### config.mk
export PLATFORM = sky130hd
export DESIGN_NAME = shell_sort_engine
export DESIGN_NICKNAME = d
export VERILOG_FILES = /design/src/hw/rtl/sse_pkg.sv /design/src/hw/rtl/sse_sequencer.sv /design/src/hw/rtl/sse_datapath.sv /design/src/hw/rtl/shell_sort_engine.sv
export SDC_FILE = /design/constraint.sdc
export NUM_CORES = 2
export LEC_CHECK = 0
export ABC_AREA = 1
export ABC_CLOCK_PERIOD_IN_PS = 4200
export BUFFER_PORTS_ARGS = -buffer_cell sky130_fd_sc_hd__buf_2
export CAP_MARGIN = 25
export CORE_UTILIZATION = 55
export CTS_BUF_LIST = sky130_fd_sc_hd__clkbuf_2 sky130_fd_sc_hd__clkbuf_4 sky130_fd_sc_hd__clkbuf_8
export CTS_CLUSTER_DIAMETER = 80
export DETAILED_ROUTE_END_ITERATION = 8
export PLACE_DENSITY_LB_ADDON = 0.12
export SLEW_MARGIN = 20
export SYNTH_ARGS = -nofsm -noshare
export SYNTH_HDL_FRONTEND = slang
export SYNTH_SLANG_ARGS = --single-unit
### constraint.sdc
create_clock -name clk -period 4.2 [get_ports clk]
set_input_delay 0.84 -clock clk [delete_from_list [all_inputs] [get_ports clk]]
set_output_delay 0.84 -clock clk [all_outputs]
set_load 0.02 [all_outputs]
### src/hw/rtl/sse_pkg.sv
// sse_pkg: request types, control word layout, opcodes, jump conditions and
// step addresses shared by the shell sort sequencer, datapath and top level
// no dependencies
package sse_pkg;

    localparam int DATA_W = 32;
    localparam int STEP_W = 4;
    localparam int OP_W   = 4;
    localparam int COND_W = 4;

    // one input request
    typedef struct packed {
        logic signed [DATA_W-1:0] sample_value;
        logic                     final_item;
    } in_t;

    // one result request
    typedef struct packed {
        logic signed [DATA_W-1:0] sorted_value;
        logic                     run_end;
        logic                     dropped_flag;
    } out_t;

    // datapath operations, one per microstep
    localparam logic [OP_W-1:0] OP_NOP        = 4'd0;
    localparam logic [OP_W-1:0] OP_LOAD       = 4'd1;
    localparam logic [OP_W-1:0] OP_GAP_INIT   = 4'd2;
    localparam logic [OP_W-1:0] OP_I_FROM_GAP = 4'd3;
    localparam logic [OP_W-1:0] OP_READ_I     = 4'd4;
    localparam logic [OP_W-1:0] OP_LATCH_HELD = 4'd5;
    localparam logic [OP_W-1:0] OP_READ_PREV  = 4'd6;
    localparam logic [OP_W-1:0] OP_SHIFT      = 4'd7;
    localparam logic [OP_W-1:0] OP_PLACE      = 4'd8;
    localparam logic [OP_W-1:0] OP_HALVE      = 4'd9;
    localparam logic [OP_W-1:0] OP_READ_K     = 4'd10;
    localparam logic [OP_W-1:0] OP_EMIT       = 4'd11;
    localparam logic [OP_W-1:0] OP_CLEAR      = 4'd12;

    // jump conditions: jump to target when true, else fall through
    localparam logic [COND_W-1:0] C_NEVER      = 4'd0;
    localparam logic [COND_W-1:0] C_ALWAYS     = 4'd1;
    localparam logic [COND_W-1:0] C_NOT_FIN    = 4'd2;
    localparam logic [COND_W-1:0] C_GAP_ZERO   = 4'd3;
    localparam logic [COND_W-1:0] C_I_GE_N     = 4'd4;
    localparam logic [COND_W-1:0] C_POS_LT_GAP = 4'd5;
    localparam logic [COND_W-1:0] C_NOT_GT     = 4'd6;
    localparam logic [COND_W-1:0] C_OUT_BUSY   = 4'd7;
    localparam logic [COND_W-1:0] C_K_LT_N     = 4'd8;

    // microprogram step addresses
    localparam logic [STEP_W-1:0] S_LOAD     = 4'd0;
    localparam logic [STEP_W-1:0] S_GAP_INIT = 4'd1;
    localparam logic [STEP_W-1:0] S_PASS     = 4'd2;
    localparam logic [STEP_W-1:0] S_ELEM     = 4'd3;
    localparam logic [STEP_W-1:0] S_HOLD     = 4'd4;
    localparam logic [STEP_W-1:0] S_TEST     = 4'd5;
    localparam logic [STEP_W-1:0] S_CMP      = 4'd6;
    localparam logic [STEP_W-1:0] S_SHIFT    = 4'd7;
    localparam logic [STEP_W-1:0] S_PLACE    = 4'd8;
    localparam logic [STEP_W-1:0] S_NEXT_GAP = 4'd9;
    localparam logic [STEP_W-1:0] S_EMIT_RD  = 4'd10;
    localparam logic [STEP_W-1:0] S_EMIT_OUT = 4'd11;
    localparam logic [STEP_W-1:0] S_EMIT_CHK = 4'd12;
    localparam logic [STEP_W-1:0] S_DONE     = 4'd13;

    typedef struct packed {
        logic [OP_W-1:0]   op;
        logic [COND_W-1:0] cond;
        logic [STEP_W-1:0] target;
    } cw_t;

    // control from sequencer to datapath
    typedef struct packed {
        logic [OP_W-1:0] op;
    } ctrl_t;

    // status from datapath to sequencer
    typedef struct packed {
        logic fin_acc;
        logic gap_zero;
        logic i_ge_n;
        logic pos_lt_gap;
        logic not_gt;
        logic out_busy;
        logic k_lt_n;
    } status_t;

endpackage

### src/hw/rtl/sse_sequencer.sv
// sse_sequencer: step counter, microprogram rom and conditional jump logic
// depends on sse_pkg
module sse_sequencer
(
    input  logic             clk,
    input  logic             rst_n,
    input  sse_pkg::status_t status,
    output sse_pkg::ctrl_t   ctrl
);

    logic [sse_pkg::STEP_W-1:0] step_reg;
    logic [sse_pkg::STEP_W-1:0] step_next;
    sse_pkg::cw_t               cw;
    logic                       take;

    function automatic sse_pkg::cw_t ucode_rom(input logic [sse_pkg::STEP_W-1:0] s);
        sse_pkg::cw_t w;
        begin
            w = '{op: sse_pkg::OP_NOP, cond: sse_pkg::C_ALWAYS, target: sse_pkg::S_LOAD};
            unique case (s)
                sse_pkg::S_LOAD:
                    w = '{sse_pkg::OP_LOAD, sse_pkg::C_NOT_FIN, sse_pkg::S_LOAD};
                sse_pkg::S_GAP_INIT:
                    w = '{sse_pkg::OP_GAP_INIT, sse_pkg::C_NEVER, sse_pkg::S_LOAD};
                sse_pkg::S_PASS:
                    w = '{sse_pkg::OP_I_FROM_GAP, sse_pkg::C_GAP_ZERO, sse_pkg::S_EMIT_RD};
                sse_pkg::S_ELEM:
                    w = '{sse_pkg::OP_READ_I, sse_pkg::C_I_GE_N, sse_pkg::S_NEXT_GAP};
                sse_pkg::S_HOLD:
                    w = '{sse_pkg::OP_LATCH_HELD, sse_pkg::C_NEVER, sse_pkg::S_LOAD};
                sse_pkg::S_TEST:
                    w = '{sse_pkg::OP_READ_PREV, sse_pkg::C_POS_LT_GAP, sse_pkg::S_PLACE};
                sse_pkg::S_CMP:
                    w = '{sse_pkg::OP_NOP, sse_pkg::C_NOT_GT, sse_pkg::S_PLACE};
                sse_pkg::S_SHIFT:
                    w = '{sse_pkg::OP_SHIFT, sse_pkg::C_ALWAYS, sse_pkg::S_TEST};
                sse_pkg::S_PLACE:
                    w = '{sse_pkg::OP_PLACE, sse_pkg::C_ALWAYS, sse_pkg::S_ELEM};
                sse_pkg::S_NEXT_GAP:
                    w = '{sse_pkg::OP_HALVE, sse_pkg::C_ALWAYS, sse_pkg::S_PASS};
                sse_pkg::S_EMIT_RD:
                    w = '{sse_pkg::OP_READ_K, sse_pkg::C_NEVER, sse_pkg::S_LOAD};
                sse_pkg::S_EMIT_OUT:
                    w = '{sse_pkg::OP_EMIT, sse_pkg::C_OUT_BUSY, sse_pkg::S_EMIT_OUT};
                sse_pkg::S_EMIT_CHK:
                    w = '{sse_pkg::OP_NOP, sse_pkg::C_K_LT_N, sse_pkg::S_EMIT_RD};
                sse_pkg::S_DONE:
                    w = '{sse_pkg::OP_CLEAR, sse_pkg::C_ALWAYS, sse_pkg::S_LOAD};
                default:
                    w = '{sse_pkg::OP_NOP, sse_pkg::C_ALWAYS, sse_pkg::S_LOAD};
            endcase
            return w;
        end
    endfunction

    assign cw = ucode_rom(step_reg);

    always_comb
    begin
        unique case (cw.cond)
            sse_pkg::C_NEVER:      take = 1'b0;
            sse_pkg::C_ALWAYS:     take = 1'b1;
            sse_pkg::C_NOT_FIN:    take = !status.fin_acc;
            sse_pkg::C_GAP_ZERO:   take = status.gap_zero;
            sse_pkg::C_I_GE_N:     take = status.i_ge_n;
            sse_pkg::C_POS_LT_GAP: take = status.pos_lt_gap;
            sse_pkg::C_NOT_GT:     take = status.not_gt;
            sse_pkg::C_OUT_BUSY:   take = status.out_busy;
            sse_pkg::C_K_LT_N:     take = status.k_lt_n;
            default:               take = 1'b1;
        endcase
    end

    assign step_next = take ? cw.target : step_reg + 1'b1;
    assign ctrl.op   = cw.op;

    always_ff @(posedge clk or negedge rst_n)
    begin
        if (!rst_n)
        begin
            step_reg <= sse_pkg::S_LOAD;
        end
        else
        begin
            step_reg <= step_next;
        end
    end

endmodule

### src/hw/rtl/sse_datapath.sv
// sse_datapath: element memory, gap/index/position registers, comparator and
// output register of the shell sort engine
// depends on sse_pkg
module sse_datapath
#(
    parameter int CAPACITY = 64
)
(
    input  logic             clk,
    input  logic             rst_n,
    input  sse_pkg::ctrl_t   ctrl,
    output sse_pkg::status_t status,
    input  logic             sample_valid,
    output logic             sample_ready,
    input  sse_pkg::in_t     sample,
    output logic             result_valid,
    input  logic             result_ready,
    output sse_pkg::out_t    result
);

    localparam int CNT_W  = $clog2(CAPACITY + 1);
    localparam int ADDR_W = $clog2(CAPACITY);
    localparam logic [CNT_W-1:0] CAP_C = CNT_W'(CAPACITY);

    logic signed [sse_pkg::DATA_W-1:0] mem [CAPACITY];

    logic [CNT_W-1:0] fill_reg;
    logic [CNT_W-1:0] fill_next;
    logic             ovf_reg;
    logic             ovf_next;
    logic [CNT_W-1:0] k_reg;
    logic [CNT_W-1:0] k_next;
    logic             out_valid_reg;
    logic             out_valid_next;
    sse_pkg::out_t    out_reg;
    sse_pkg::out_t    out_next;

    logic [CNT_W-1:0] gap_reg;
    logic [CNT_W-1:0] gap_next;
    logic [CNT_W-1:0] i_reg;
    logic [CNT_W-1:0] i_next;
    logic [CNT_W-1:0] pos_reg;
    logic [CNT_W-1:0] pos_next;
    logic signed [sse_pkg::DATA_W-1:0] held_reg;
    logic signed [sse_pkg::DATA_W-1:0] held_next;
    logic signed [sse_pkg::DATA_W-1:0] rdata_reg;

    logic                              accept;
    logic                              rd_en;
    logic [CNT_W-1:0]                  rd_cnt;
    logic                              wr_en;
    logic [CNT_W-1:0]                  wr_cnt;
    logic signed [sse_pkg::DATA_W-1:0] wr_data;
    logic [CNT_W-1:0]                  pos_minus_gap;
    logic                              out_busy;

    assign sample_ready  = (ctrl.op == sse_pkg::OP_LOAD);
    assign accept        = sample_valid && sample_ready;
    assign pos_minus_gap = pos_reg - gap_reg;
    assign out_busy      = out_valid_reg && !result_ready;

    assign status.fin_acc    = accept && sample.final_item;
    assign status.gap_zero   = (gap_reg == '0);
    assign status.i_ge_n     = (i_reg >= fill_reg);
    assign status.pos_lt_gap = (pos_reg < gap_reg);
    assign status.not_gt     = !(rdata_reg > held_reg);
    assign status.out_busy   = out_busy;
    assign status.k_lt_n     = (k_reg < fill_reg);

    always_comb
    begin
        fill_next      = fill_reg;
        ovf_next       = ovf_reg;
        k_next         = k_reg;
        gap_next       = gap_reg;
        i_next         = i_reg;
        pos_next       = pos_reg;
        held_next      = held_reg;
        out_next       = out_reg;
        out_valid_next = out_valid_reg && !result_ready;
        rd_en          = 1'b0;
        rd_cnt         = i_reg;
        wr_en          = 1'b0;
        wr_cnt         = pos_reg;
        wr_data        = held_reg;
        unique case (ctrl.op)
            sse_pkg::OP_LOAD:
            begin
                if (accept)
                begin
                    if (fill_reg < CAP_C)
                    begin
                        wr_en     = 1'b1;
                        wr_cnt    = fill_reg;
                        wr_data   = sample.sample_value;
                        fill_next = fill_reg + 1'b1;
                    end
                    else
                    begin
                        ovf_next = 1'b1;
                    end
                end
            end
            sse_pkg::OP_GAP_INIT:   gap_next = fill_reg >> 1;
            sse_pkg::OP_I_FROM_GAP: i_next   = gap_reg;
            sse_pkg::OP_READ_I:
            begin
                rd_en    = 1'b1;
                rd_cnt   = i_reg;
                pos_next = i_reg;
            end
            sse_pkg::OP_LATCH_HELD: held_next = rdata_reg;
            sse_pkg::OP_READ_PREV:
            begin
                rd_en  = 1'b1;
                rd_cnt = pos_minus_gap;
            end
            sse_pkg::OP_SHIFT:
            begin
                wr_en    = 1'b1;
                wr_cnt   = pos_reg;
                wr_data  = rdata_reg;
                pos_next = pos_minus_gap;
            end
            sse_pkg::OP_PLACE:
            begin
                wr_en   = 1'b1;
                wr_cnt  = pos_reg;
                wr_data = held_reg;
                i_next  = i_reg + 1'b1;
            end
            sse_pkg::OP_HALVE: gap_next = gap_reg >> 1;
            sse_pkg::OP_READ_K:
            begin
                rd_en  = 1'b1;
                rd_cnt = k_reg;
            end
            sse_pkg::OP_EMIT:
            begin
                if (!out_busy)
                begin
                    out_next.sorted_value = rdata_reg;
                    out_next.run_end      = (k_reg + 1'b1 == fill_reg);
                    out_next.dropped_flag = ovf_reg;
                    out_valid_next        = 1'b1;
                    k_next                = k_reg + 1'b1;
                end
            end
            sse_pkg::OP_CLEAR:
            begin
                fill_next = '0;
                ovf_next  = 1'b0;
                k_next    = '0;
            end
            default:
            begin
                fill_next = fill_reg;
            end
        endcase
    end

    // element store, one write and one registered read per cycle
    always_ff @(posedge clk)
    begin
        if (wr_en)
        begin
            mem[wr_cnt[ADDR_W-1:0]] <= wr_data;
        end
        if (rd_en)
        begin
            rdata_reg <= mem[rd_cnt[ADDR_W-1:0]];
        end
    end

    always_ff @(posedge clk)
    begin
        gap_reg  <= gap_next;
        i_reg    <= i_next;
        pos_reg  <= pos_next;
        held_reg <= held_next;
        out_reg  <= out_next;
    end

    always_ff @(posedge clk or negedge rst_n)
    begin
        if (!rst_n)
        begin
            fill_reg      <= '0;
            ovf_reg       <= 1'b0;
            k_reg         <= '0;
            out_valid_reg <= 1'b0;
        end
        else
        begin
            fill_reg      <= fill_next;
            ovf_reg       <= ovf_next;
            k_reg         <= k_next;
            out_valid_reg <= out_valid_next;
        end
    end

    assign result_valid = out_valid_reg;
    assign result       = out_reg;

endmodule

### src/hw/rtl/shell_sort_engine.sv
// shell_sort_engine: top level of the microcoded shell sort engine
// depends on sse_pkg, sse_sequencer and sse_datapath
//
// usage
//   sample channel (sample_valid / sample_ready / sample): one signed q16.16
//   value per request, written into the element store in arrival order; a
//   request with final_item set closes the set and starts the sort
//   result channel (result_valid / result_ready / result): the n stored values
//   in ascending order, run_end on the last one, dropped_flag on every result
//   of a run in which requests beyond CAPACITY were discarded
// timing
//   a request is taken whenever sample_valid is high while sample_ready is;
//   sample_ready is high only while the sequencer sits in its load step
//   the sort is a gapped insertion pass per gap n/2 .. 1, stepped around the
//   registered read of the element memory: each element visit reads the
//   element, latches it as held, compares it with the neighbour one gap back
//   (if any) and places it; a shift moves that neighbour one gap up
//   results then leave one at a time, each read and emitted before the next;
//   after the last one the block clears and returns to loading
// reset
//   asynchronous, clears the step counter, fill count, dropped mark, emit
//   index and the output valid; the element store keeps whatever it held
// stalls
//   the output register holds its request while result_ready is low and the
//   sequencer waits in its emit step, nothing is lost
module shell_sort_engine
#(
    parameter int CAPACITY = 64
)
(
    input  logic          clk,
    input  logic          rst_n,
    input  logic          sample_valid,
    output logic          sample_ready,
    input  sse_pkg::in_t  sample,
    output logic          result_valid,
    input  logic          result_ready,
    output sse_pkg::out_t result
);

    sse_pkg::ctrl_t   ctrl;
    sse_pkg::status_t status;

    // step counter and microprogram rom
    sse_sequencer u_sequencer
    (
        .clk    (clk),
        .rst_n  (rst_n),
        .status (status),
        .ctrl   (ctrl)
    );

    // element memory, loop registers, comparator and output register
    sse_datapath
    #(
        .CAPACITY (CAPACITY)
    )
    u_datapath
    (
        .clk          (clk),
        .rst_n        (rst_n),
        .ctrl         (ctrl),
        .status       (status),
        .sample_valid (sample_valid),
        .sample_ready (sample_ready),
        .sample       (sample),
        .result_valid (result_valid),
        .result_ready (result_ready),
        .result       (result)
    );

endmodule

==> results by group <==
Outcome
  – Status: completed

Synth
  – Synth Cell Area: 95,800 um2
  – Mapped Nets: roughly 8,700
  – Post-synthesis sequential area ratio: between 60 and 70%
  – Syn avg cell area: 11.1 um2
  – Synth warnings: 0
  – Synth Flop Type: edfxtp_1
  – Library cells used by synthesis: 44
  – #FFs+latches synth: between 2,000 and 2,500
  – Async set-or-reset flop fraction in the synthesized netlist: 0.915%
  – Post-synth EDFFs: between 2,000 and 2,500
  – Post-Syn Instances: about 8,600

Floorplan
  – Die Y: 419 um
  – Initial Utilization: 55.6%
  – Horiz. Die Dim: about 420 um
  – IO Pins: 73
  – Row cnt: approximately 150
  – CORE AREA: 172,000 um2
  – Die area: between 150,000 and 200,000 um2

Timing
  – Max Freq: roughly 0.24 GHz
  – Max transition margin: a little over two fifths
  – Final Max Slew Viols: 0
  – Setup-failing EPs final: 0
  – Clock Skew: 0.0550 ns
  – Final Hold Fails: 0
  – RSZ-0062 raised after global routing: true
  – Slew @ Worst Pin: 0.871 ns
  – Tmin final: roughly 4.1 ns
  – Final period utilization: 97.6%

Critical path
  – Crit end category: register
  – CP max FO: 28
  – Crit-path cells: inv_2, ha_1, inv_1, nand2_1, nand3_1, nand2_2, buf_4, nand3_2, nand2_1, inv_2, a21oi_4, buf_12, clkinv_8, buf_12, buf_12, nand3_1, nand3_1, nand3_1, nand3_1, nand2_1
  – Crit start category: register
  – WP data arrival: 4.97 ns
  – Critical path's top delay family: simple AND/OR/NAND/NOR gates
  – Req. time, crit path: 5.07 ns
  – CP max stage delay: 0.41 ns
  – CP Buf/Inv Count: 8
  – Slowest cell on the critical path: dfrtp_1
  – Most used cell, CP: nand3_1
  – CP Class: reg -> reg

Global routing
  – Largest net degree at the start of global routing: 108
  – Grt total ovfl: 0
  – Vias in the first global route: ~64,000
  – First-pass GRT wire length: 400 mm
  – Total GRT Usage: 30.3%
  – Initial antenna violation count: 9

Clock tree
  – CTS buffer count: between 300 and 400
  – Clock Sinks: 2,186
  – H-tree depth: 5
  – CTS tree: yes
  – Root Buffer: clkbuf_8
  – Clock slew at reported path FFs: 0.07 ns
  – Clk buf depth: 4
  – Clk Latency, worst-skew pair: 1.07 ns

Final layout
  – Commonest non-fill, non-tap cells in the layout: 2,166 x edfxtp_1, 2,144 x nand2_1, 2,082 x nand3_1
  – Largest register FFs: 2,048
  – Share of layout cells above drive strength 1: 11.6%
  – Commonest non-fill, non-tap cell in the layout: edfxtp_1
  – Layout area overhead: 13.3%
  – Design area: 109,000 um2
  – Final nets: 8,940

Hold path
  – Worst hold path type: in -> reg

Run
  – Number of max-cap violations: 0

Drt
  – Post-DR vias/cell: 5.88
  – Router iterations before antenna repair: 8
  – DRC violations left: 0
  – Final WL: 268 mm
  – DRT antenna net count: 0
  – Routed len/inst: 23.5 um
  – Drt initial violations: approximately 8,600
  – Routed vias: 67,100

Placed design
  – Placer Congestion: 0.896
  – Placed cell area: ~100,000 um2
  – Port bufs: 72
  – DP Wirelength: 148 mm
==> final timing paths <==
kind | end | slack (ns) | from | depth (start not counted)
max reg2reg | u_datapath.rdata_reg[0] | 0.10 | u_sequencer.step_reg[0] | 20
max | u_datapath.rdata_reg[0] | 0.10 | u_sequencer.step_reg[0] | 20
min in group asynchronous | u_sequencer.step_reg[3] | 0.34 | rst_n | 2
max in group asynchronous | u_datapath.ovf_reg | 3.48 | rst_n | 2
min reg2reg | u_datapath.result[0] | 0.46 | u_datapath.ovf_reg | 0
min | u_datapath.result_valid | 0.11 | result_ready | 4
==> tightest hold or removal path: stages <==
cell and delay, ns:
buf_2 0.08, nor2_1 0.06, inv_1 0.07, nand2_1 0.05
==> cell usage after synthesis (all sizes together) (3+ instances only) <==
cell type  number  share of area [%]
a21oi          75               0.42
a31oi           3              0.020
buf           429                2.3
clkbuf        148               0.58
dfrtp          20               0.52
edfxtp       2166                 68
ha             61               0.80
inv           724                2.8
nand2        2149                8.4
nand3        2095                 11
nand3b        474                3.7
nand4          11              0.072
nor2          115               0.47
nor3            9              0.047
nor4            3              0.020
o211ai         33               0.26
o21ai          82               0.43
o22ai           4              0.026
xnor2           3              0.027
xor2           12               0.11
==> cell type report <==
type	instances	area (um2)
Inverter	724	2760
Sequential cell	2186	65500
Clock inverter	134	812
Fill cell	13500	63800
Antenna cell	3	7.51
Timing Repair Buffer	416	4950
Multi-Input combinational cell	5144	25500
Tap cell	2310	2890
Clock buffer	492	6070
==> layer usage <==
metal  vias up  wire, um  global-route usage [%]
met3       475     24400                    5.40
met5         -        27                       0
met1     32900    113000                    43.4
met4         4      5930                    8.83
met2      3249    125000                    47.4
li1      30500         -                       -
==> metrics by stage <==
step | TNS, ns | utilization (%) | hold WS (ns) | std cells | setup slack (ns)
final | 0 | 63.0 | 0.113 | 11400 | 0.100
after global routing | -0.0697 | 63.0 | 0.0823 | 11400 | -0.0272
after CTS | 0 | 62.9 | 0.0121 | 11400 | 0.0433
after detailed placement | -0.0132 | 58.9 | 0.450 | 10800 | -0.00745
after global placement | 0 | 58.9 | 0.445 | 10800 | 0.0316
after floorplan | -5.06 | - | 0.426 | 8630 | -0.00921
==> kinds of logic after synthesis <==
| family | after synthesis | synth area share [%] |
|---|---|---|
| XOR/XNOR | 15 | 0.137 |
| AO/OA/AOI/OAI | 210 | 1.25 |
| flip-flops | 2186 | 68.4 |
| adder cells (fa/ha/maj) | 62 | 0.817 |
| AND/OR/NAND/NOR | 4856 | 23.7 |
| buffers and inverters | 1301 | 5.68 |
==> timing repair <==
item | 4_1_cts | 5_1_grt
pin swaps | 0 | 2
hold buffers | 1 | 0
hold endpoints to repair | 20 | 0
buffers inserted | 0 | 2
cloned | 0 | 3
gates resized for setup | 0 | 24
setup endpoints to repair | 2 | 57
Power is left out: the tool's default activity adds up to more than one toggle a clock period on the data nets, which glitch-free logic cannot reach.
